$ cat src/rtl/tst_pkg.sv
`default_nettype none
package tst_pkg;

   localparam int TOUCH_SLOTS      = 10;
   localparam int POINTS_PER_FRAME = 4;
   localparam int MAX_POINTS       = 4;
   localparam int SLOT_IW          = (TOUCH_SLOTS > 1) ? $clog2(TOUCH_SLOTS) : 1;
   localparam int COORD_W          = 16;
   localparam int DIST_W           = 34;
   localparam int TRAVEL_W         = 17;
   localparam int HOLD_W           = 8;
   localparam int SQRT_STEPS       = DIST_W / 2;
   localparam int SQRT_CW          = $clog2(SQRT_STEPS + 1);

   localparam logic [33:0] MATCH_RESET = 34'd2500;
   localparam logic [33:0] STILL_RESET = 34'd100;
   localparam logic [7:0]  HOLD_RESET  = 8'd75;

   typedef enum logic [1:0] {
      CSR_MATCH = 2'd0,
      CSR_STILL = 2'd1,
      CSR_HOLD  = 2'd2
   } csr_index_type;

   typedef enum logic [2:0] {
      PH_IDLE  = 3'd0,
      PH_BEGAN = 3'd1,
      PH_MOVED = 3'd2,
      PH_STILL = 3'd3,
      PH_ENDED = 3'd4
   } phase_type;

   typedef enum logic [1:0] {
      DSEL_POS  = 2'd0,
      DSEL_WAY  = 2'd1,
      DSEL_ORIG = 2'd2
   } dsel_type;

   typedef enum logic [3:0] {
      OP_NONE,
      OP_CAPTURE,
      OP_DIST,
      OP_SET_ENDED,
      OP_CLEAR,
      OP_CLAIM_POS,
      OP_MOVED_WAY,
      OP_MOVED_HOLD,
      OP_STILL,
      OP_SQRT_START,
      OP_TRAVEL_WR,
      OP_BEGIN,
      OP_LOAD_RSP
   } op_type;

   typedef struct packed {
      op_type             op;
      logic [SLOT_IW-1:0] slot;
      logic [1:0]         pnt;
      dsel_type           dsel;
      logic               last;
   } cmd_type;

   typedef struct packed {
      phase_type             phase;
      logic                  lt_match;
      logic                  gt_still;
      logic                  hold_nz;
      logic                  sqrt_done;
      logic [MAX_POINTS-1:0] pt_nz;
   } status_type;

endpackage
`default_nettype wire

$ cat src/rtl/tst_dp.sv
`default_nettype none
module tst_dp
   import tst_pkg::*;
(
   input  wire logic                       clock,
   input  wire logic                       reset,
   input  wire cmd_type                    cmd,
   output status_type                      status,
   input  wire logic                       csr_we,
   input  wire logic [1:0]                 csr_index,
   input  wire logic [DIST_W-1:0]          csr_wdata,
   input  wire logic signed [COORD_W-1:0]  req_p0_x,
   input  wire logic signed [COORD_W-1:0]  req_p0_y,
   input  wire logic signed [COORD_W-1:0]  req_p1_x,
   input  wire logic signed [COORD_W-1:0]  req_p1_y,
   input  wire logic signed [COORD_W-1:0]  req_p2_x,
   input  wire logic signed [COORD_W-1:0]  req_p2_y,
   input  wire logic signed [COORD_W-1:0]  req_p3_x,
   input  wire logic signed [COORD_W-1:0]  req_p3_y,
   output logic [5:0]                      rsp_slot,
   output logic [2:0]                      rsp_phase,
   output logic signed [COORD_W-1:0]       rsp_pos_x,
   output logic signed [COORD_W-1:0]       rsp_pos_y,
   output logic [TRAVEL_W-1:0]             rsp_travel,
   output logic                            rsp_last
);

   logic [DIST_W-1:0]   match_ff, still_ff;
   logic [HOLD_W-1:0]   hold_cfg_ff;

   logic signed [COORD_W-1:0] pt_x_ff [MAX_POINTS];
   logic signed [COORD_W-1:0] pt_y_ff [MAX_POINTS];

   phase_type                 phase_ff  [TOUCH_SLOTS];
   logic signed [COORD_W-1:0] pos_x_ff  [TOUCH_SLOTS];
   logic signed [COORD_W-1:0] pos_y_ff  [TOUCH_SLOTS];
   logic signed [COORD_W-1:0] org_x_ff  [TOUCH_SLOTS];
   logic signed [COORD_W-1:0] org_y_ff  [TOUCH_SLOTS];
   logic signed [COORD_W-1:0] way_x_ff  [TOUCH_SLOTS];
   logic signed [COORD_W-1:0] way_y_ff  [TOUCH_SLOTS];
   logic [TRAVEL_W-1:0]       trav_ff   [TOUCH_SLOTS];
   logic [HOLD_W-1:0]         hold_ff   [TOUCH_SLOTS];

   logic [COORD_W:0]  ux_ff, uy_ff;
   logic [DIST_W-1:0] sqx_ff, sqy_ff, dist_ff;

   logic [DIST_W-1:0]   sq_val_ff;
   logic [20:0]         sq_rem_ff;
   logic [TRAVEL_W-1:0] sq_root_ff;
   logic [SQRT_CW-1:0]  sq_cnt_ff;

   logic signed [COORD_W-1:0] ax, ay, bx, by;
   logic signed [COORD_W:0]   dx, dy;
   logic [20:0]               rem_sh, trial;

   logic [5:0]                rsp_slot_ff;
   logic [2:0]                rsp_phase_ff;
   logic signed [COORD_W-1:0] rsp_pos_x_ff, rsp_pos_y_ff;
   logic [TRAVEL_W-1:0]       rsp_travel_ff;
   logic                      rsp_last_ff;

   always_ff @(posedge clock) begin
      if (reset) begin
         match_ff    <= MATCH_RESET;
         still_ff    <= STILL_RESET;
         hold_cfg_ff <= HOLD_RESET;
      end else if (csr_we) begin
         case (csr_index)
            CSR_MATCH: match_ff    <= csr_wdata;
            CSR_STILL: still_ff    <= csr_wdata;
            CSR_HOLD:  hold_cfg_ff <= csr_wdata[HOLD_W-1:0];
            default: ;
         endcase
      end
   end

   always_ff @(posedge clock) begin
      if (cmd.op == OP_CAPTURE) begin
         pt_x_ff[0] <= req_p0_x;  pt_y_ff[0] <= req_p0_y;
         pt_x_ff[1] <= req_p1_x;  pt_y_ff[1] <= req_p1_y;
         pt_x_ff[2] <= req_p2_x;  pt_y_ff[2] <= req_p2_y;
         pt_x_ff[3] <= req_p3_x;  pt_y_ff[3] <= req_p3_y;
      end
   end

   // Distance unit: absolute differences, then squares, then the sum.
   always_comb begin
      ax = pt_x_ff[cmd.pnt];
      ay = pt_y_ff[cmd.pnt];
      case (cmd.dsel)
         DSEL_WAY: begin
            bx = way_x_ff[cmd.slot];
            by = way_y_ff[cmd.slot];
         end
         DSEL_ORIG: begin
            bx = org_x_ff[cmd.slot];
            by = org_y_ff[cmd.slot];
         end
         default: begin
            bx = pos_x_ff[cmd.slot];
            by = pos_y_ff[cmd.slot];
         end
      endcase
      dx = {ax[COORD_W-1], ax} - {bx[COORD_W-1], bx};
      dy = {ay[COORD_W-1], ay} - {by[COORD_W-1], by};
   end

   always_ff @(posedge clock) begin
      ux_ff   <= dx[COORD_W] ? (COORD_W+1)'(-dx) : (COORD_W+1)'(dx);
      uy_ff   <= dy[COORD_W] ? (COORD_W+1)'(-dy) : (COORD_W+1)'(dy);
      sqx_ff  <= DIST_W'(ux_ff * ux_ff);
      sqy_ff  <= DIST_W'(uy_ff * uy_ff);
      dist_ff <= sqx_ff + sqy_ff;
   end

   // Square root, two radicand bits per cycle.
   always_comb begin
      rem_sh = {sq_rem_ff[18:0], sq_val_ff[DIST_W-1 -: 2]};
      trial  = {2'b00, sq_root_ff, 2'b01};
   end

   always_ff @(posedge clock) begin
      if (reset) begin
         sq_cnt_ff <= '0;
      end else if (cmd.op == OP_SQRT_START) begin
         sq_cnt_ff <= SQRT_CW'(SQRT_STEPS);
      end else if (sq_cnt_ff != '0) begin
         sq_cnt_ff <= sq_cnt_ff - 1'b1;
      end
   end

   always_ff @(posedge clock) begin
      if (cmd.op == OP_SQRT_START) begin
         sq_val_ff  <= dist_ff;
         sq_rem_ff  <= '0;
         sq_root_ff <= '0;
      end else if (sq_cnt_ff != '0) begin
         sq_val_ff <= {sq_val_ff[DIST_W-3:0], 2'b00};
         if (rem_sh >= trial) begin
            sq_rem_ff  <= rem_sh - trial;
            sq_root_ff <= {sq_root_ff[TRAVEL_W-2:0], 1'b1};
         end else begin
            sq_rem_ff  <= rem_sh;
            sq_root_ff <= {sq_root_ff[TRAVEL_W-2:0], 1'b0};
         end
      end
   end

   always_ff @(posedge clock) begin
      if (reset) begin
         for (int s = 0; s < TOUCH_SLOTS; s++) begin
            phase_ff[s] <= PH_IDLE;
            pos_x_ff[s] <= '0;  pos_y_ff[s] <= '0;
            org_x_ff[s] <= '0;  org_y_ff[s] <= '0;
            way_x_ff[s] <= '0;  way_y_ff[s] <= '0;
            trav_ff[s]  <= '0;
            hold_ff[s]  <= '0;
         end
      end else begin
         case (cmd.op)
            OP_SET_ENDED: phase_ff[cmd.slot] <= PH_ENDED;
            OP_CLEAR: begin
               phase_ff[cmd.slot] <= PH_IDLE;
               pos_x_ff[cmd.slot] <= '0;  pos_y_ff[cmd.slot] <= '0;
               org_x_ff[cmd.slot] <= '0;  org_y_ff[cmd.slot] <= '0;
               way_x_ff[cmd.slot] <= '0;  way_y_ff[cmd.slot] <= '0;
               trav_ff[cmd.slot]  <= '0;
            end
            OP_CLAIM_POS: begin
               pos_x_ff[cmd.slot] <= pt_x_ff[cmd.pnt];
               pos_y_ff[cmd.slot] <= pt_y_ff[cmd.pnt];
            end
            OP_MOVED_WAY: begin
               phase_ff[cmd.slot] <= PH_MOVED;
               way_x_ff[cmd.slot] <= pt_x_ff[cmd.pnt];
               way_y_ff[cmd.slot] <= pt_y_ff[cmd.pnt];
               hold_ff[cmd.slot]  <= hold_cfg_ff;
            end
            OP_MOVED_HOLD: begin
               phase_ff[cmd.slot] <= PH_MOVED;
               hold_ff[cmd.slot]  <= hold_ff[cmd.slot] - 1'b1;
            end
            OP_STILL: begin
               phase_ff[cmd.slot] <= PH_STILL;
               org_x_ff[cmd.slot] <= pt_x_ff[cmd.pnt];
               org_y_ff[cmd.slot] <= pt_y_ff[cmd.pnt];
            end
            OP_TRAVEL_WR: trav_ff[cmd.slot] <= sq_root_ff;
            OP_BEGIN: begin
               phase_ff[cmd.slot] <= PH_BEGAN;
               pos_x_ff[cmd.slot] <= pt_x_ff[cmd.pnt];
               pos_y_ff[cmd.slot] <= pt_y_ff[cmd.pnt];
               org_x_ff[cmd.slot] <= pt_x_ff[cmd.pnt];
               org_y_ff[cmd.slot] <= pt_y_ff[cmd.pnt];
               way_x_ff[cmd.slot] <= pt_x_ff[cmd.pnt];
               way_y_ff[cmd.slot] <= pt_y_ff[cmd.pnt];
               trav_ff[cmd.slot]  <= '0;
            end
            default: ;
         endcase
      end
   end

   always_ff @(posedge clock) begin
      if (cmd.op == OP_LOAD_RSP) begin
         rsp_slot_ff   <= 6'(cmd.slot);
         rsp_phase_ff  <= phase_ff[cmd.slot];
         rsp_pos_x_ff  <= pos_x_ff[cmd.slot];
         rsp_pos_y_ff  <= pos_y_ff[cmd.slot];
         rsp_travel_ff <= trav_ff[cmd.slot];
         rsp_last_ff   <= cmd.last;
      end
   end

   always_comb begin
      status.phase     = phase_ff[cmd.slot];
      status.lt_match  = (dist_ff < match_ff);
      status.gt_still  = (dist_ff > still_ff);
      status.hold_nz   = (hold_ff[cmd.slot] != '0);
      status.sqrt_done = (sq_cnt_ff == '0);
      for (int i = 0; i < MAX_POINTS; i++) begin
         status.pt_nz[i] = (pt_x_ff[i] != '0) || (pt_y_ff[i] != '0);
      end
   end

   assign rsp_slot   = rsp_slot_ff;
   assign rsp_phase  = rsp_phase_ff;
   assign rsp_pos_x  = rsp_pos_x_ff;
   assign rsp_pos_y  = rsp_pos_y_ff;
   assign rsp_travel = rsp_travel_ff;
   assign rsp_last   = rsp_last_ff;

endmodule
`default_nettype wire

$ cat config.mk
export PLATFORM = sky130hd
export DESIGN_NAME = tst_dp
export DESIGN_NICKNAME = d
export VERILOG_FILES = /design/src/rtl/tst_pkg.sv /design/src/rtl/tst_dp.sv
export SDC_FILE = /design/constraint.sdc
export NUM_CORES = 2
export LEC_CHECK = 0
export BUFFER_PORTS_ARGS = -buffer_cell sky130_fd_sc_hd__buf_2
export CORE_MARGIN = 5
export CORE_UTILIZATION = 31
export DETAILED_ROUTE_END_ITERATION = 16
export MAX_ROUTING_LAYER = met4
export PLACE_DENSITY = 0.42
export SYNTH_ARGS = -nofsm -noshare
export SYNTH_HDL_FRONTEND = slang
export SYNTH_SLANG_ARGS = --single-unit
$ cat constraint.sdc
create_clock -name clock -period 8.8 [get_ports clock]
set_input_delay 0.88 -clock clock [delete_from_list [all_inputs] [get_ports clock]]
set_output_delay 0.88 -clock clock [all_outputs]
set_load 0.02 [all_outputs]
---- Word-level counts from Yosys, hierarchy flattened ----
Memories as Yosys holds them, arrays and structs flattened. A register that Yosys moved wholly into a read port is not among the register bits.
Index checks and enable logic that the tools add are counted.
operators by class
  add/subtract/negate cells ............... 8
  multiply operators ...................... 2
  div/mod/pow operators ................... 0
  $lt $le $gt $ge ......................... 3
  eq/ne operators ......................... 15
  shift operators ......................... 0
  mux-type cells .......................... 85
  bitwise gates (word level) .............. 20
  reduce and logical (&&, ||, !) cells .... 30
operator list
  operator                                       number
  two-way mux 16 bit                             20
  nonzero test 16 bit                            8
  OR reduction 16 bit                            6
  multiplier 17 x 17 -> 34 bit                   2
  two-way mux 34 bit                             2
  case mux 16 bit (2 select lines)               2
  two-way mux 17 bit                             3
  two-way mux 1 bit                              38
  two-way mux 4 bit                              9
  adder 34 bit                                   1
  > comparator 34 bit                            1
  < comparator 34 bit                            1
  negator 17 bit                                 2
  subtractor 16 x 16 -> 17 bit                   2
  greater-or-equal comparator 21 x 19 -> 1 bit   1
  == test 4 bit, second input constant           5
  bitwise OR 1 bit                               20
  two-way mux 19 bit                             1
  subtractor 19 bit                              1
  two-way mux 3 bit                              6
  OR reduction 17 bit                            1
  == test 4 x 3 -> 1 bit, second input constant  4
  two-way mux 8 bit                              2
  two-way mux 5 bit                              2
  other kinds (16)                               23
word-level totals
  bits in registers ....................... 327
  latch bits .............................. 0
  memory bits (writable) .................. 1368
  bits in read-only memories .............. 0
  output and inout port bits .............. 70
  word-level logic and storage cells ...... 194
  memories kept ........................... 11
memories
  memory       depth  bits a word  read ports  clocked after memory_dff  write ports  line          RTL
  trav_ff      10     17           1           1                         10           tst_dp.sv:41  logic [TRAVEL_W-1:0] trav_ff [TOUCH_SLOTS];
  org_x_ff     10     16           1           0                         10           tst_dp.sv:37  logic signed [COORD_W-1:0] org_x_ff [TOUCH_SLOTS];
  org_y_ff     10     16           1           0                         10           tst_dp.sv:38  logic signed [COORD_W-1:0] org_y_ff [TOUCH_SLOTS];
  pos_x_ff     10     16           1           0                         10           tst_dp.sv:35  logic signed [COORD_W-1:0] pos_x_ff [TOUCH_SLOTS];
  pos_y_ff     10     16           1           0                         10           tst_dp.sv:36  logic signed [COORD_W-1:0] pos_y_ff [TOUCH_SLOTS];
  way_x_ff     10     16           1           0                         10           tst_dp.sv:39  logic signed [COORD_W-1:0] way_x_ff [TOUCH_SLOTS];
  +5 memories  n/a    n/a          n/a         n/a                       n/a          n/a

---- Longest topological paths before layout ----
  depth in word-level cells ............... 11
  gate-level depth with buffers ........... 24

---- Worst setup path after synthesis ----
Ideal clock, no wire load.
  path type ............................... input -> register
  start point ............................. input cmd[9] (netlist name)
  end point ............................... memory pt_x_ff[0][0] (enable)
  arrival time ............................ 7.132 ns
  slack ................................... 1.052 ns
  stages on the path ...................... 5
  buffers on the path ..................... 3
  cells stage by stage .................... clkbuf_1 clkbuf_1 clkbuf_1 nand2_1 nor2_1
RTL lines
  element          line          RTL
  start, declared  tst_dp.sv:7   input wire cmd_type cmd,
  end, declared    tst_dp.sv:31  logic signed [COORD_W-1:0] pt_x_ff [MAX_POINTS];

---- Worst setup path in the final report ----
  start point ............................. register uy_ff[4]
  end point ............................... register sqy_ff[32]
on the way
  longest elaborated chain between the ends .. 1
RTL lines
  element                       line           RTL
  start, declared               tst_dp.sv:44   logic [COORD_W:0] ux_ff, uy_ff;
  start signal, assigned        tst_dp.sv:110  uy_ff <= dy[COORD_W] ? (COORD_W+1)'(-dy) : (COORD_W+1)'(dy);
  multiplier 17 x 17 -> 34 bit  tst_dp.sv:112  sqy_ff <= DIST_W'(uy_ff * uy_ff);
  end signal, assigned          tst_dp.sv:112
  end, declared                 tst_dp.sv:45   logic [DIST_W-1:0] sqx_ff, sqy_ff, dist_ff;
Every way passes these cells.
A chain may end at the register's enable or synchronous reset.

==> impl_metrics.json <==
{
  "grt_pass1_wl_um": 546100,
  "multi_input_area_sq_um": 43390,
  "cp.arrival_ps": 7740,
  "finalHoldViolCount": 0,
  "globalplace.congestion": 0.8062,
  "cts_tree": "yes",
  "yosys-top-cells-area": "edfxtp_1, mux4_2, fa_1",
  "track_usage": 0.1946,
  "timing.hold.ws_ps": 110.0,
  "cts_sinks": 2454,
  "reg2reg_slack_ps": 1780,
  "fillers": 36770,
  "vias": 70300,
  "die_h_um": 628.7,
  "synth_seq_cells": 2454,
  "synth_cell_type_count": 80,
  "path_clk_slew_ps": 60,
  "fin_crit_sh": 0.7977,
  "worstHoldPathCells": 1,
  "worst_setup_path_end_kind": "flip-flop",
  "start_util": 0.3109,
  "io_pins": 250,
  "grt_overflow": 0,
  "cts_hold_repair.buffers": 0,
  "dp_hpwl_um": 242000,
  "async_flop_share": 0,
  "yosys_warnings": 0,
  "syn_inst": 8329,
  "cts.path.max_buffers": 4,
  "fp.coreArea_sq_um": 381700,
  "die-area_sq_um": 395300,
  "drt_iter0_markers": 5332,
  "cp-start-kind": "flip-flop",
  "hold-path-endpoint": "pt_y_ff[0][7]",
  "worst_r2r_startpoint": "uy_ff[4]",
  "nets": 9601,
  "fin_util": 0.3565,
  "setup_violations": 0,
  "drcViolationCount": 0,
  "fin_setup_tns_ps": 0,
  "fin_skew_ps": 118.0,
  "hold_path_startpoint": "req_p0_y[7]",
  "area_growth_syn_to_layout_pct": 14.67,
  "path_max_fanout": 17,
  "register_area_sq_um": 71180,
  "max_freq_ghz": 0.1425,
  "io_buffers": 247,
  "status": "completed",
  "hp-class": "in -> reg",
  "numCtsBuffers": 294,
  "drive_gt1_frac": 0.1837,
  "clock_latency_ps": 940,
  "viasPerCell": 5.037,
  "slew_headroom": 0.1555,
  "synth_area_per_cell_sq_um": 14.25,
  "dr.pass1.iters": 5,
  "ys.flop_type": "edfxtp_1",
  "wl_um": 379400,
  "grt_max_degree": 77,
  "yosysMostFrequentCell": "edfxtp_1",
  "postCtsSetupRepairBufs": 0,
  "routedWlPerCell_um": 27.18,
  "ff2ff_path_depth": 23,
  "syn-cell-area_sq_um": 118700,
  "cts_root_buf": "clkbuf_16",
  "num_rows": 227,
  "tightest_slew_ps": 1261,
  "maxCapViolations": 0,
  "ys_top_cells_by_count": "edfxtp_1, nor2_1, inv_1, nand2_1, mux4_2",
  "die_w_um": 628.7,
  "rsz0062_at_grt": "no",
  "synthDominantCellAreaShare": 0.5574,
  "grt_pass1_vias": 74450,
  "r2r_end": "sqy_ff[32]",
  "synth-edff-count": 2203,
  "post_cts_resized": 0,
  "worst-setup-path-type": "reg -> reg",
  "h-tree-depth": 5,
  "ys_seq_area_frac": 0.5998,
  "min_period_ps": 7020,
  "required_ps": 9520,
  "maxSlewViolCount": 0,
  "antenna_found_initial": 25,
  "synth_top_area_cell": "edfxtp_1",
  "ant_nets": 0,
  "startpoint": "uy_ff[4]"
}
[final cells by class]
cell class / instances / area share
antenna: 16 / 0.0002942
clock buffer: 376 / 0.05842
clock inverter: 156 / 0.01055
inverter: 806 / 0.02225
multi-input combinational: 4688 / 0.3189
sequential: 2454 / 0.5230
tap: 5038 / 0.04632
timing repair buffer: 421 / 0.02027
[flip-flops by register name, summed over array words and instances, names as in the netlist, 19 cells and up]
signal     flops
org_x_ff     256
pt_x_ff       64
org_y_ff     256
match_ff      34
pos_x_ff     256
trav_ff      272
way_y_ff     256
sqx_ff        33
pos_y_ff     256
sqy_ff        33
sq_rem_ff     19
dist_ff       34
way_x_ff     256
hold_ff      128
pt_y_ff       64
phase_ff      48
still_ff      34
sq_val_ff     34
[per-stage QoR]
step	instance area (sq um)	setup slack, ps	std cells
after floorplan	118700	1052	8330
after global placement	126700	1603	13410
after global routing	136100	1352	13950
after CTS	136000	1710	13940
final	136100	1780	13960
after detailed placement	126700	1643	13410
[layer usage]
metal,share of wire,wire [um],track usage
met1,0.42,161000,0.2513
met2,0.50,190500,0.3288
met3,0.048,18320,0.02337
met4,0.025,9490,0.04542
met5,0,0,-
[worst max-delay path, stage by stage, from the launching register on]
cell and delay, ps:
dfxtp_1 960, and2_1 280, inv_1 70, fa_1 530, inv_1 60, fa_1 540
inv_1 60, fa_1 380, inv_1 70, fa_1 430, fa_1 540, inv_1 50
fa_1 480, inv_1 40, ha_1 390, nand3_1 140, nor3_1 210, o31a_1 200
o2111ai_1 190, a31oi_1 360, nand4_1 180, a31oi_1 320, nor4_1 80, a311o_1 320
[cell usage in the layout (no fill, tap or decap), drive strengths merged, types with 28 or more instances in the layout]
master and count:
edfxtp 2203, nor2 1342, fa 383, mux4 652, clkinv 111, nand3 34, nand2 707, dfxtp 251
ha 373, o211ai 28, nor3 61, nand4 29, xnor2 115, a22oi 34, o21ai 91, xor2 53
nor4 40, o21a 35, clkbuf 377, a21o 90, nor2b 37, inv 826, nand2b 30, buf 420
and2 117, a21oi 216
[worst max-delay path by stage]
| stage | end | slack [ps] | cells after the start |
|---|---|---|---|
| after CTS | sqy_ff[32] | 1710 | 22 |
| after detailed placement | uy_ff[13] | 1640 | 16 |
| after global routing | sqy_ff[32] | 1350 | 22 |
| final | sqy_ff[32] | 1780 | 23 |
| after global placement | uy_ff[13] | 1600 | 16 |
| after floorplan | pt_x_ff[0][0] | 1050 | 5 |
[cells by family after synthesis]
group           after synthesis  synth area share
buf+inv                    1188           0.03830
xor+xnor                    168           0.01240
fa+ha+maj                   756            0.1039
flops                      2454            0.5998
mux                         670            0.1253
other cells                   1        0.00003160
compound gates              621           0.03359
simple gates               2471           0.08669
Power is not shown: default switching activity piles up to over one toggle a cycle in this logic, so the estimate is an artifact.
