===== src/rtl/tst_pkg.sv =====
`default_nettype none
package tst_pkg;

   localparam int TOUCH_SLOTS      = 10;
   localparam int POINTS_PER_FRAME = 4;
   localparam int MAX_POINTS       = 4;
   localparam int SLOT_IW          = (TOUCH_SLOTS > 1) ? $clog2(TOUCH_SLOTS) : 1;
   localparam int COORD_W          = 16;
   localparam int DIST_W           = 34;
   localparam int TRAVEL_W         = 17;
   localparam int HOLD_W           = 8;
   localparam int SQRT_STEPS       = DIST_W / 2;
   localparam int SQRT_CW          = $clog2(SQRT_STEPS + 1);

   localparam logic [33:0] MATCH_RESET = 34'd2500;
   localparam logic [33:0] STILL_RESET = 34'd100;
   localparam logic [7:0]  HOLD_RESET  = 8'd75;

   typedef enum logic [1:0] {
      CSR_MATCH = 2'd0,
      CSR_STILL = 2'd1,
      CSR_HOLD  = 2'd2
   } csr_index_type;

   typedef enum logic [2:0] {
      PH_IDLE  = 3'd0,
      PH_BEGAN = 3'd1,
      PH_MOVED = 3'd2,
      PH_STILL = 3'd3,
      PH_ENDED = 3'd4
   } phase_type;

   typedef enum logic [1:0] {
      DSEL_POS  = 2'd0,
      DSEL_WAY  = 2'd1,
      DSEL_ORIG = 2'd2
   } dsel_type;

   typedef enum logic [3:0] {
      OP_NONE,
      OP_CAPTURE,
      OP_DIST,
      OP_SET_ENDED,
      OP_CLEAR,
      OP_CLAIM_POS,
      OP_MOVED_WAY,
      OP_MOVED_HOLD,
      OP_STILL,
      OP_SQRT_START,
      OP_TRAVEL_WR,
      OP_BEGIN,
      OP_LOAD_RSP
   } op_type;

   typedef struct packed {
      op_type             op;
      logic [SLOT_IW-1:0] slot;
      logic [1:0]         pnt;
      dsel_type           dsel;
      logic               last;
   } cmd_type;

   typedef struct packed {
      phase_type             phase;
      logic                  lt_match;
      logic                  gt_still;
      logic                  hold_nz;
      logic                  sqrt_done;
      logic [MAX_POINTS-1:0] pt_nz;
   } status_type;

endpackage
`default_nettype wire


===== src/rtl/tst_ctrl.sv =====
`default_nettype none
module tst_ctrl
   import tst_pkg::*;
(
   input  wire logic       clock,
   input  wire logic       reset,
   input  wire logic       req_valid,
   output logic            req_stall,
   output logic            rsp_valid,
   input  wire logic       rsp_stall,
   input  wire status_type status,
   output cmd_type         cmd
);

   typedef enum logic [3:0] {
      ST_IDLE, ST_INIT, ST_SLOT, ST_MSEL, ST_DW1, ST_DW2, ST_MCMP, ST_WSTART,
      ST_WCMP, ST_OSTART, ST_SQSTART, ST_SQRT, ST_NEW, ST_EMIT, ST_OUT
   } state_type;

   localparam logic [SLOT_IW-1:0] LAST_SLOT = SLOT_IW'(TOUCH_SLOTS - 1);
   localparam logic [1:0]         LAST_PNT  = 2'(POINTS_PER_FRAME - 1);

   state_type                state_ff, state_in, ret_ff, ret_in;
   logic [SLOT_IW-1:0]       slot_ff, slot_in;
   logic [1:0]               pnt_ff, pnt_in;
   logic [MAX_POINTS-1:0]    avail_ff, avail_in;
   logic [TOUCH_SLOTS-1:0]   done_ff, done_in;
   logic                     rsp_valid_ff, rsp_valid_in;
   logic [MAX_POINTS-1:0]    ppf_mask;
   logic [1:0]               first_pnt;
   logic                     any_avail;

   always_comb begin
      for (int i = 0; i < MAX_POINTS; i++) begin
         ppf_mask[i] = (i < POINTS_PER_FRAME);
      end
   end

   always_comb begin
      first_pnt = 2'd0;
      any_avail = 1'b0;
      for (int i = MAX_POINTS - 1; i >= 0; i--) begin
         if (avail_ff[i]) begin
            first_pnt = 2'(i);
            any_avail = 1'b1;
         end
      end
   end

   always_ff @(posedge clock) begin
      if (reset) begin
         state_ff     <= ST_IDLE;
         ret_ff       <= ST_IDLE;
         slot_ff      <= '0;
         pnt_ff       <= '0;
         avail_ff     <= '0;
         done_ff      <= '0;
         rsp_valid_ff <= 1'b0;
      end else begin
         state_ff     <= state_in;
         ret_ff       <= ret_in;
         slot_ff      <= slot_in;
         pnt_ff       <= pnt_in;
         avail_ff     <= avail_in;
         done_ff      <= done_in;
         rsp_valid_ff <= rsp_valid_in;
      end
   end

   always_comb begin
      state_in     = state_ff;
      ret_in       = ret_ff;
      slot_in      = slot_ff;
      pnt_in       = pnt_ff;
      avail_in     = avail_ff;
      done_in      = done_ff;
      rsp_valid_in = rsp_valid_ff;
      cmd.op       = OP_NONE;
      cmd.slot     = slot_ff;
      cmd.pnt      = pnt_ff;
      cmd.dsel     = DSEL_POS;
      cmd.last     = 1'b0;
      req_stall    = (state_ff != ST_IDLE);

      case (state_ff)
         ST_IDLE: begin
            if (req_valid) begin
               cmd.op   = OP_CAPTURE;
               state_in = ST_INIT;
            end
         end
         ST_INIT: begin
            avail_in = status.pt_nz & ppf_mask;
            done_in  = '0;
            slot_in  = '0;
            state_in = ST_SLOT;
         end
         ST_SLOT: begin
            case (status.phase)
               PH_BEGAN, PH_MOVED, PH_STILL: begin
                  cmd.op   = OP_SET_ENDED;
                  pnt_in   = '0;
                  state_in = ST_MSEL;
               end
               PH_ENDED: begin
                  cmd.op           = OP_CLEAR;
                  done_in[slot_ff] = 1'b1;
                  state_in         = ST_NEW;
               end
               default: state_in = ST_NEW;
            endcase
            if (status.phase inside {PH_IDLE, PH_ENDED}) begin
               if (slot_ff == LAST_SLOT) begin
                  slot_in = '0;
               end else begin
                  slot_in  = slot_ff + 1'b1;
                  state_in = ST_SLOT;
               end
            end
         end
         ST_MSEL, ST_MCMP: begin
            if (state_ff == ST_MSEL && avail_ff[pnt_ff]) begin
               cmd.op   = OP_DIST;
               cmd.dsel = DSEL_POS;
               ret_in   = ST_MCMP;
               state_in = ST_DW1;
            end else if (state_ff == ST_MCMP && status.lt_match) begin
               cmd.op           = OP_CLAIM_POS;
               avail_in[pnt_ff] = 1'b0;
               done_in[slot_ff] = 1'b1;
               state_in         = ST_WSTART;
            end else if (pnt_ff == LAST_PNT) begin
               if (slot_ff == LAST_SLOT) begin
                  slot_in  = '0;
                  state_in = ST_NEW;
               end else begin
                  slot_in  = slot_ff + 1'b1;
                  state_in = ST_SLOT;
               end
            end else begin
               pnt_in   = pnt_ff + 1'b1;
               state_in = ST_MSEL;
            end
         end
         ST_DW1: state_in = ST_DW2;
         ST_DW2: state_in = ret_ff;
         ST_WSTART: begin
            cmd.op   = OP_DIST;
            cmd.dsel = DSEL_WAY;
            ret_in   = ST_WCMP;
            state_in = ST_DW1;
         end
         ST_WCMP: begin
            if (status.gt_still) begin
               cmd.op   = OP_MOVED_WAY;
               state_in = ST_OSTART;
            end else if (status.hold_nz) begin
               cmd.op   = OP_MOVED_HOLD;
               state_in = ST_OSTART;
            end else begin
               cmd.op = OP_STILL;
               if (slot_ff == LAST_SLOT) begin
                  slot_in  = '0;
                  state_in = ST_NEW;
               end else begin
                  slot_in  = slot_ff + 1'b1;
                  state_in = ST_SLOT;
               end
            end
         end
         ST_OSTART: begin
            cmd.op   = OP_DIST;
            cmd.dsel = DSEL_ORIG;
            ret_in   = ST_SQSTART;
            state_in = ST_DW1;
         end
         ST_SQSTART: begin
            cmd.op   = OP_SQRT_START;
            state_in = ST_SQRT;
         end
         ST_SQRT: begin
            if (status.sqrt_done) begin
               cmd.op = OP_TRAVEL_WR;
               if (slot_ff == LAST_SLOT) begin
                  slot_in  = '0;
                  state_in = ST_NEW;
               end else begin
                  slot_in  = slot_ff + 1'b1;
                  state_in = ST_SLOT;
               end
            end
         end
         ST_NEW: begin
            if (!done_ff[slot_ff] && any_avail) begin
               cmd.op              = OP_BEGIN;
               cmd.pnt             = first_pnt;
               avail_in[first_pnt] = 1'b0;
            end
            if (slot_ff == LAST_SLOT) begin
               slot_in  = '0;
               state_in = ST_EMIT;
            end else begin
               slot_in = slot_ff + 1'b1;
            end
         end
         ST_EMIT: begin
            cmd.op       = OP_LOAD_RSP;
            cmd.last     = (slot_ff == LAST_SLOT);
            rsp_valid_in = 1'b1;
            state_in     = ST_OUT;
         end
         ST_OUT: begin
            if (!rsp_stall) begin
               if (slot_ff == LAST_SLOT) begin
                  rsp_valid_in = 1'b0;
                  slot_in      = '0;
                  state_in     = ST_IDLE;
               end else begin
                  slot_in  = slot_ff + 1'b1;
                  cmd.op   = OP_LOAD_RSP;
                  cmd.slot = slot_ff + 1'b1;
                  cmd.last = ((slot_ff + 1'b1) == LAST_SLOT);
               end
            end
         end
         default: state_in = ST_IDLE;
      endcase
   end

   assign rsp_valid = rsp_valid_ff;

endmodule
`default_nettype wire


===== config.mk =====
export PLATFORM = sky130hd
export DESIGN_NAME = tst_ctrl
export DESIGN_NICKNAME = d
export VERILOG_FILES = /design/src/rtl/tst_pkg.sv /design/src/rtl/tst_ctrl.sv
export SDC_FILE = /design/constraint.sdc
export NUM_CORES = 1
export LEC_CHECK = 0
export BUFFER_PORTS_ARGS = -buffer_cell sky130_fd_sc_hd__clkbuf_2
export CAP_MARGIN = 20
export CORE_MARGIN = 3
export CORE_UTILIZATION = 25
export DETAILED_ROUTE_END_ITERATION = 8
export GPL_TIMING_DRIVEN = 0
export SYNTH_ARGS = -nofsm -noshare
export SYNTH_HDL_FRONTEND = slang
export SYNTH_SLANG_ARGS = --single-unit

===== constraint.sdc =====
create_clock -name clock -period 1.9 [get_ports clock]
set_input_delay 0.19 -clock clock [delete_from_list [all_inputs] [get_ports clock]]
set_output_delay 0.19 -clock clock [all_outputs]
set_load 0.05 [all_outputs]

== Word-level counts from Yosys, hierarchy flattened ==
Index checks and enable logic that the tools add are counted.
Storage, ports and cells
  output and inout bits: 15
  memories: 0
  ROM bits: 0
  memory bits (writable): 0
  register bits: 29
  word-level logic and storage cells: 164
  bits of input ports: 15
  bits in latches: 0
Operators by class
  order comparisons: 6
  shifts and indexed selects: 0
  div/mod/pow operators: 0
  reductions and logical operators: 27
  add/sub/neg operators: 2
  multipliers: 0
  multiplexer cells: 79
  eq/ne operators: 38
  bitwise operators: 5
Operators by type and width (number)
  $mux 4: 32
  $pmux 4 s13: 1
  $pmux 4 s10: 1
  $eq 4x4->1 const B: 9
  $ne 2x2->1 const B: 16
  $mux 10: 3
  $pmux 10 s3: 1
  $pmux 4 s7: 1
  $pmux 4 s3: 2
  $mux 2: 10
  $eq 4x3->1 const B: 4
  $mux 8: 2
  $mux 1: 14
  $or 10x10->10: 1
  $reduce_and 5->1: 2
  $reduce_and 9->1: 1
  $reduce_bool 3->1: 3
  $and 4x4->4: 2
  $eq 4x2->1 const B: 2
  $not 4->4: 2
  $pmux 2 s2: 2
  $reduce_and 4->1: 2
  $reduce_bool 7->1: 1
  $eq 3x2->1 const B: 2
  28 further kinds: 41

== Logic depth before layout (Yosys ltp) ==
  depth in word-level cells: 12
  mapped depth: 9
  mapped depth without buffers: 8

== Worst setup path after synthesis ==
No wires, ideal clock.
  kind: flip-flop to output port
  from: register slot_ff[2]
  to: output port cmd[3] in the netlist's numbering
  data arrival time: 2.567 ns
  data required time: 1.710 ns
  buffers on the path: 1
  cell stages (with the launch flop): 6
  slack: -0.857 ns
  cells stage by stage: dfxtp_1 buf_4 mux4_2 mux2i_2 o211ai_2 o31ai_1
RTL lines
  start, declared: RTL line tst_ctrl.sv:24  | logic [SLOT_IW-1:0] slot_ff, slot_in;
  start signal, assigned: RTL line tst_ctrl.sv:62  | slot_ff <= slot_in;
  end, declared: RTL line tst_ctrl.sv:12  | output cmd_type cmd

==> metrics.txt <==
# TYPE chip_impl_metric gauge
chip_impl_info{name="status",value="complete, but fails checks"} 1
chip_impl_info{name="failed_checks",value="setup timing"} 1
chip_impl_info{name="timing.hold.worst.class",value="input pin to flip-flop"} 1
chip_impl_metric{name="comb_power_share",unit="%"} 49.5
chip_impl_metric{name="regArea",unit="sq um"} 582
chip_impl_metric{name="initial_core_util",unit="%"} 26.4
chip_impl_metric{name="setup_violations",unit=""} 39
chip_impl_metric{name="avgViaCountPerCell",unit=""} 5.69
chip_impl_info{name="worst-setup-path-type",value="flip-flop to output pin"} 1
chip_impl_metric{name="min_period_over_period",unit="%"} 124
chip_impl_info{name="grt_setup_unrepaired",value="yes"} 1
chip_impl_metric{name="htreeDepth",unit=""} 1
chip_impl_metric{name="timing.reg2reg.worst_path_depth",unit=""} 11
chip_impl_metric{name="max-vdd-ir-drop",unit="mV"} 0.354
chip_impl_metric{name="post-place-cells",unit=""} 460
chip_impl_metric{name="detailedRoute.firstIterationViolations",unit=""} 431
chip_impl_info{name="synth_commonest_cells",value="sky130_fd_sc_hd__nor2_1 (38), sky130_fd_sc_hd__dfxtp_1 (28), sky130_fd_sc_hd__a21oi_1 (19)"} 1
chip_impl_metric{name="instances_no_fill",unit=""} 511
chip_impl_metric{name="critical_path_arrival",unit="ns"} 2.16
chip_impl_metric{name="placeableCoreArea",unit="sq mm"} 0.00898
chip_impl_metric{name="ant_diodes",unit=""} 0
chip_impl_metric{name="ys.warnings.count",unit=""} 0
chip_impl_metric{name="syn_area_per_cell",unit="sq um"} 7.77
chip_impl_metric{name="fin_util",unit="%"} 44.9
chip_impl_metric{name="path_clk_slew",unit="ns"} 0.12
chip_impl_metric{name="num_rows",unit=""} 34
chip_impl_metric{name="io_pins",unit=""} 30
chip_impl_metric{name="internal_power",unit="W"} 0.00144
chip_impl_info{name="regToRegStartpoint",value="state_ff[2]"} 1
chip_impl_metric{name="transition_time_of_the_tightest_slew_check_pin",unit="ns"} 0.803
chip_impl_metric{name="sinks_on_clock_net",unit=""} 28
chip_impl_metric{name="dp.final_hpwl",unit="um"} 5550
chip_impl_metric{name="power.clock.fraction",unit="%"} 21.7
chip_impl_metric{name="clk-insertion-delay-late",unit="ns"} 0.29
chip_impl_metric{name="full_die_area",unit="sq mm"} 0.0107
chip_impl_info{name="cts_root_buf",value="sky130_fd_sc_hd__clkbuf_8"} 1
chip_impl_metric{name="post-route-drc-count",unit=""} 0
chip_impl_metric{name="regToRegSetupSlack",unit="ns"} -0.27
chip_impl_metric{name="synth_async_sr_flop_share",unit="%"} 0
chip_impl_info{name="synth_flop_cell",value="sky130_fd_sc_hd__dfxtp_1"} 1
chip_impl_metric{name="syn-instance-count",unit=""} 305
chip_impl_metric{name="power.density",unit="mW/mm^2"} 574
chip_impl_metric{name="post_synth_num_cell_types",unit=""} 67
chip_impl_metric{name="grt_pass1_vias",unit=""} 2488
chip_impl_info{name="timing.critical_path.to_type",value="output pin"} 1
chip_impl_info{name="synth_area_leader_cell",value="sky130_fd_sc_hd__dfxtp_1"} 1
chip_impl_metric{name="grt.overflow.total",unit=""} 0
chip_impl_metric{name="finalMaxSlewViolations",unit=""} 0
chip_impl_metric{name="final.min_clock_period",unit="ns"} 2.35
chip_impl_metric{name="mappedNetlistNets",unit=""} 330
chip_impl_metric{name="detailroute.via_count",unit=""} 2906
chip_impl_info{name="min_delay_worst_endpoint",value="state_ff[0]"} 1
chip_impl_info{name="cts_tree",value="built"} 1
chip_impl_metric{name="globalplace.congestion",unit=""} 0.946
chip_impl_metric{name="holdBufCountCts",unit=""} 0
chip_impl_metric{name="synth_edf_count",unit=""} 0
chip_impl_metric{name="routed_wirelength",unit="um"} 9610
chip_impl_metric{name="multi_input_area",unit="sq mm"} 0.00218
chip_impl_metric{name="io_buffer_count",unit=""} 29
chip_impl_metric{name="max_transition_margin",unit="%"} 46.5
chip_impl_metric{name="tritoncts.num_buffers",unit=""} 3
chip_impl_metric{name="netSwitchingPower",unit="W"} 0.000869
chip_impl_metric{name="floorplan.die.height",unit="um"} 103
chip_impl_metric{name="avgRoutedWirePerCell",unit="um"} 18.8
chip_impl_metric{name="postPlaceCellArea",unit="sq mm"} 0.00278
chip_impl_metric{name="synth_top_area_share",unit="%"} 23.7
chip_impl_info{name="worst_setup_path_start_kind",value="flip-flop"} 1
chip_impl_metric{name="antenna_found_initial",unit=""} 0
chip_impl_metric{name="nFillCells",unit=""} 804
chip_impl_metric{name="hold_slack",unit="ns"} 0.164
chip_impl_metric{name="share_seq_of_total_power",unit="%"} 28.8
chip_impl_metric{name="ys_seq_area_share",unit="%"} 23.7
chip_impl_metric{name="grt_max_degree",unit=""} 17
chip_impl_metric{name="syn-cell-area",unit="sq mm"} 0.00237
chip_impl_info{name="critical_path.reg2reg.endpoint",value="state_ff[3]"} 1
chip_impl_metric{name="final_layout_size_suffix_gt1_share",unit="%"} 51.2
chip_impl_metric{name="hold_path_depth",unit=""} 2
chip_impl_metric{name="grt_util_all_layers",unit="%"} 14.9
chip_impl_metric{name="max_cap_violations",unit=""} 0
chip_impl_metric{name="timing.clock.skew",unit="ns"} 0.0136
chip_impl_metric{name="synth.ff_latch_count",unit=""} 28
chip_impl_metric{name="fmax",unit="GHz"} 0.426
chip_impl_metric{name="finalHoldViolCount",unit=""} 0
chip_impl_metric{name="antenna_violating_nets_post_route",unit=""} 0
chip_impl_metric{name="drt_first_pass_iters",unit=""} 5
chip_impl_metric{name="setup_total_negative_slack",unit="ns"} -8.45
chip_impl_info{name="post-synth-top-count-cell",value="sky130_fd_sc_hd__nor2_1"} 1
chip_impl_metric{name="clock_path_buffers",unit=""} 2
chip_impl_metric{name="final_area",unit="sq mm"} 0.00403
chip_impl_metric{name="timing.critical_path.required",unit="ns"} 1.71
chip_impl_metric{name="leakage",unit="nW"} 1.48
chip_impl_metric{name="worst_slack",unit="ns"} -0.448
chip_impl_metric{name="area_growth",unit="%"} 70.3
chip_impl_metric{name="p_sw_share",unit="%"} 37.6
chip_impl_info{name="hold_start",value="status[4]"} 1
chip_impl_metric{name="critical_path_fanout_max",unit=""} 6
chip_impl_metric{name="global_route_wire_length_before_repair",unit="um"} 12700
chip_impl_metric{name="layout.nets",unit=""} 411
chip_impl_metric{name="chipWidth",unit="um"} 103
chip_impl_info{name="post_synth_main_area_contributors",value="sky130_fd_sc_hd__dfxtp_1 (24%), sky130_fd_sc_hd__nor2_1 (6.0%), sky130_fd_sc_hd__ha_1 (5.3%), sky130_fd_sc_hd__a21oi_1 (4.0%), sky130_fd_sc_hd__mux4_2 (2.9%)"} 1
-- worst max-delay path: stages (launching register included) --
cell and delay, ns:
sky130_fd_sc_hd__dfxtp_2 0.35, sky130_fd_sc_hd__buf_6 0.11, sky130_fd_sc_hd__mux4_2 0.52, sky130_fd_sc_hd__mux2i_4 0.22, sky130_fd_sc_hd__o211ai_4 0.17, sky130_fd_sc_hd__mux2_4 0.34
sky130_fd_sc_hd__buf_8 0.15
-- how the worst max path moves through the flow --
stage | startpoint | endpoint | cells past startpoint
after CTS | slot_ff[2] | cmd[4] | 6
final | slot_ff[2] | cmd[4] | 6
after global placement | slot_ff[0] | cmd[5] | 7
after floorplan | slot_ff[2] | cmd[3] | 5
after detailed placement | slot_ff[0] | cmd[5] | 7
after global routing | slot_ff[2] | cmd[4] | 6
-- power groups by stage --
| stage | sequential, W | clock, W | combinational (W) |
|---|---|---|---|
| floorplan | 0.000660 | 0 | 0.000510 |
| global placement | 0.000670 | 0 | 0.000653 |
| detailed placement | 0.000671 | 0 | 0.000656 |
| CTS | 0.000662 | 0.000509 | 0.000840 |
| global route | 0.000673 | 0.000530 | 0.00120 |
| finish | 0.000666 | 0.000503 | 0.00115 |
-- routing by layer --
layer / vias up / share of wire (%) / GRT usage [%]
met1: 1397 / 41 / 20.1
met2: 164 / 48 / 25.1
li1: 1297 / - / -
met5: - / 0 / 0
met3: 48 / 6.6 / 2.21
met4: 0 / 4.6 / 3.39
-- flip-flops by register name, indices dropped and copies added, names as in the netlist --
name / cells
ret_ff: 3
rsp_valid: 1
state_ff: 4
pnt_ff: 2
avail_ff: 4
slot_ff: 4
done_ff: 10
-- per-stage QoR --
stage          worst slack (ns)  power (W)
3_5_place_dp             -0.534    0.00133
6_report                 -0.448    0.00231
4_1_cts                  -0.449    0.00201
5_1_grt                  -0.514    0.00240
3_3_place_gp             -0.522    0.00132
2_1_floorplan            -0.188    0.00117
-- placed cells by master, fill, tap and decap left out, types with 5 or more instances in the layout --
cell type                  Yosys  final
sky130_fd_sc_hd__clkbuf_2      2     18
sky130_fd_sc_hd__a211oi_2      0      5
sky130_fd_sc_hd__a21oi_1      19     12
sky130_fd_sc_hd__clkbuf_8      0      6
sky130_fd_sc_hd__dfxtp_1      28     19
sky130_fd_sc_hd__buf_4         2     30
sky130_fd_sc_hd__nor2b_1       9      8
sky130_fd_sc_hd__ha_1         10      9
sky130_fd_sc_hd__buf_6         3     27
sky130_fd_sc_hd__nand3_1      10      9
sky130_fd_sc_hd__nor2_1       38     33
sky130_fd_sc_hd__o21ai_0      13      8
sky130_fd_sc_hd__nand3b_1      6      6
sky130_fd_sc_hd__nand4_1       7      7
sky130_fd_sc_hd__nand2_1      16     12
sky130_fd_sc_hd__a21oi_2       2      5
sky130_fd_sc_hd__dfxtp_2       0      5
sky130_fd_sc_hd__inv_1        12     11
sky130_fd_sc_hd__buf_8         0     13
sky130_fd_sc_hd__a31oi_4       0      5
-- cell type report --
cell class	instances	area share (%)
Clock buffer	3	1.02
Clock inverter	1	0.745
Buffer	20	4.90
Sequential cell	28	14.4
Multi-Input combinational cell	241	54.1
Timing Repair Buffer	79	19.5
Tap cell	126	3.91
Inverter	13	1.40
-- cell families (layout without fill, tap and decap cells) --
kind of cell	after synthesis	in the layout	share of synthesized area (%)
AOI/OAI and AO/OA	85	85	24.4
xor gates and xnor gates	5	5	1.85
adders and majority gates	10	10	5.28
buffers and inverters	36	116	7.50
DFF	28	28	23.7
muxes	10	10	6.29
and+or+nand+nor	131	131	31.0
-- what timing repair did --
item | CTS | global route
buffers inserted | 23 | 26
cloned | 0 | 2
setup endpoints to repair | 36 | 35
resized for setup | 81 | 99
pin swaps | 20 | 45
(Power assumes the default switching activity.)
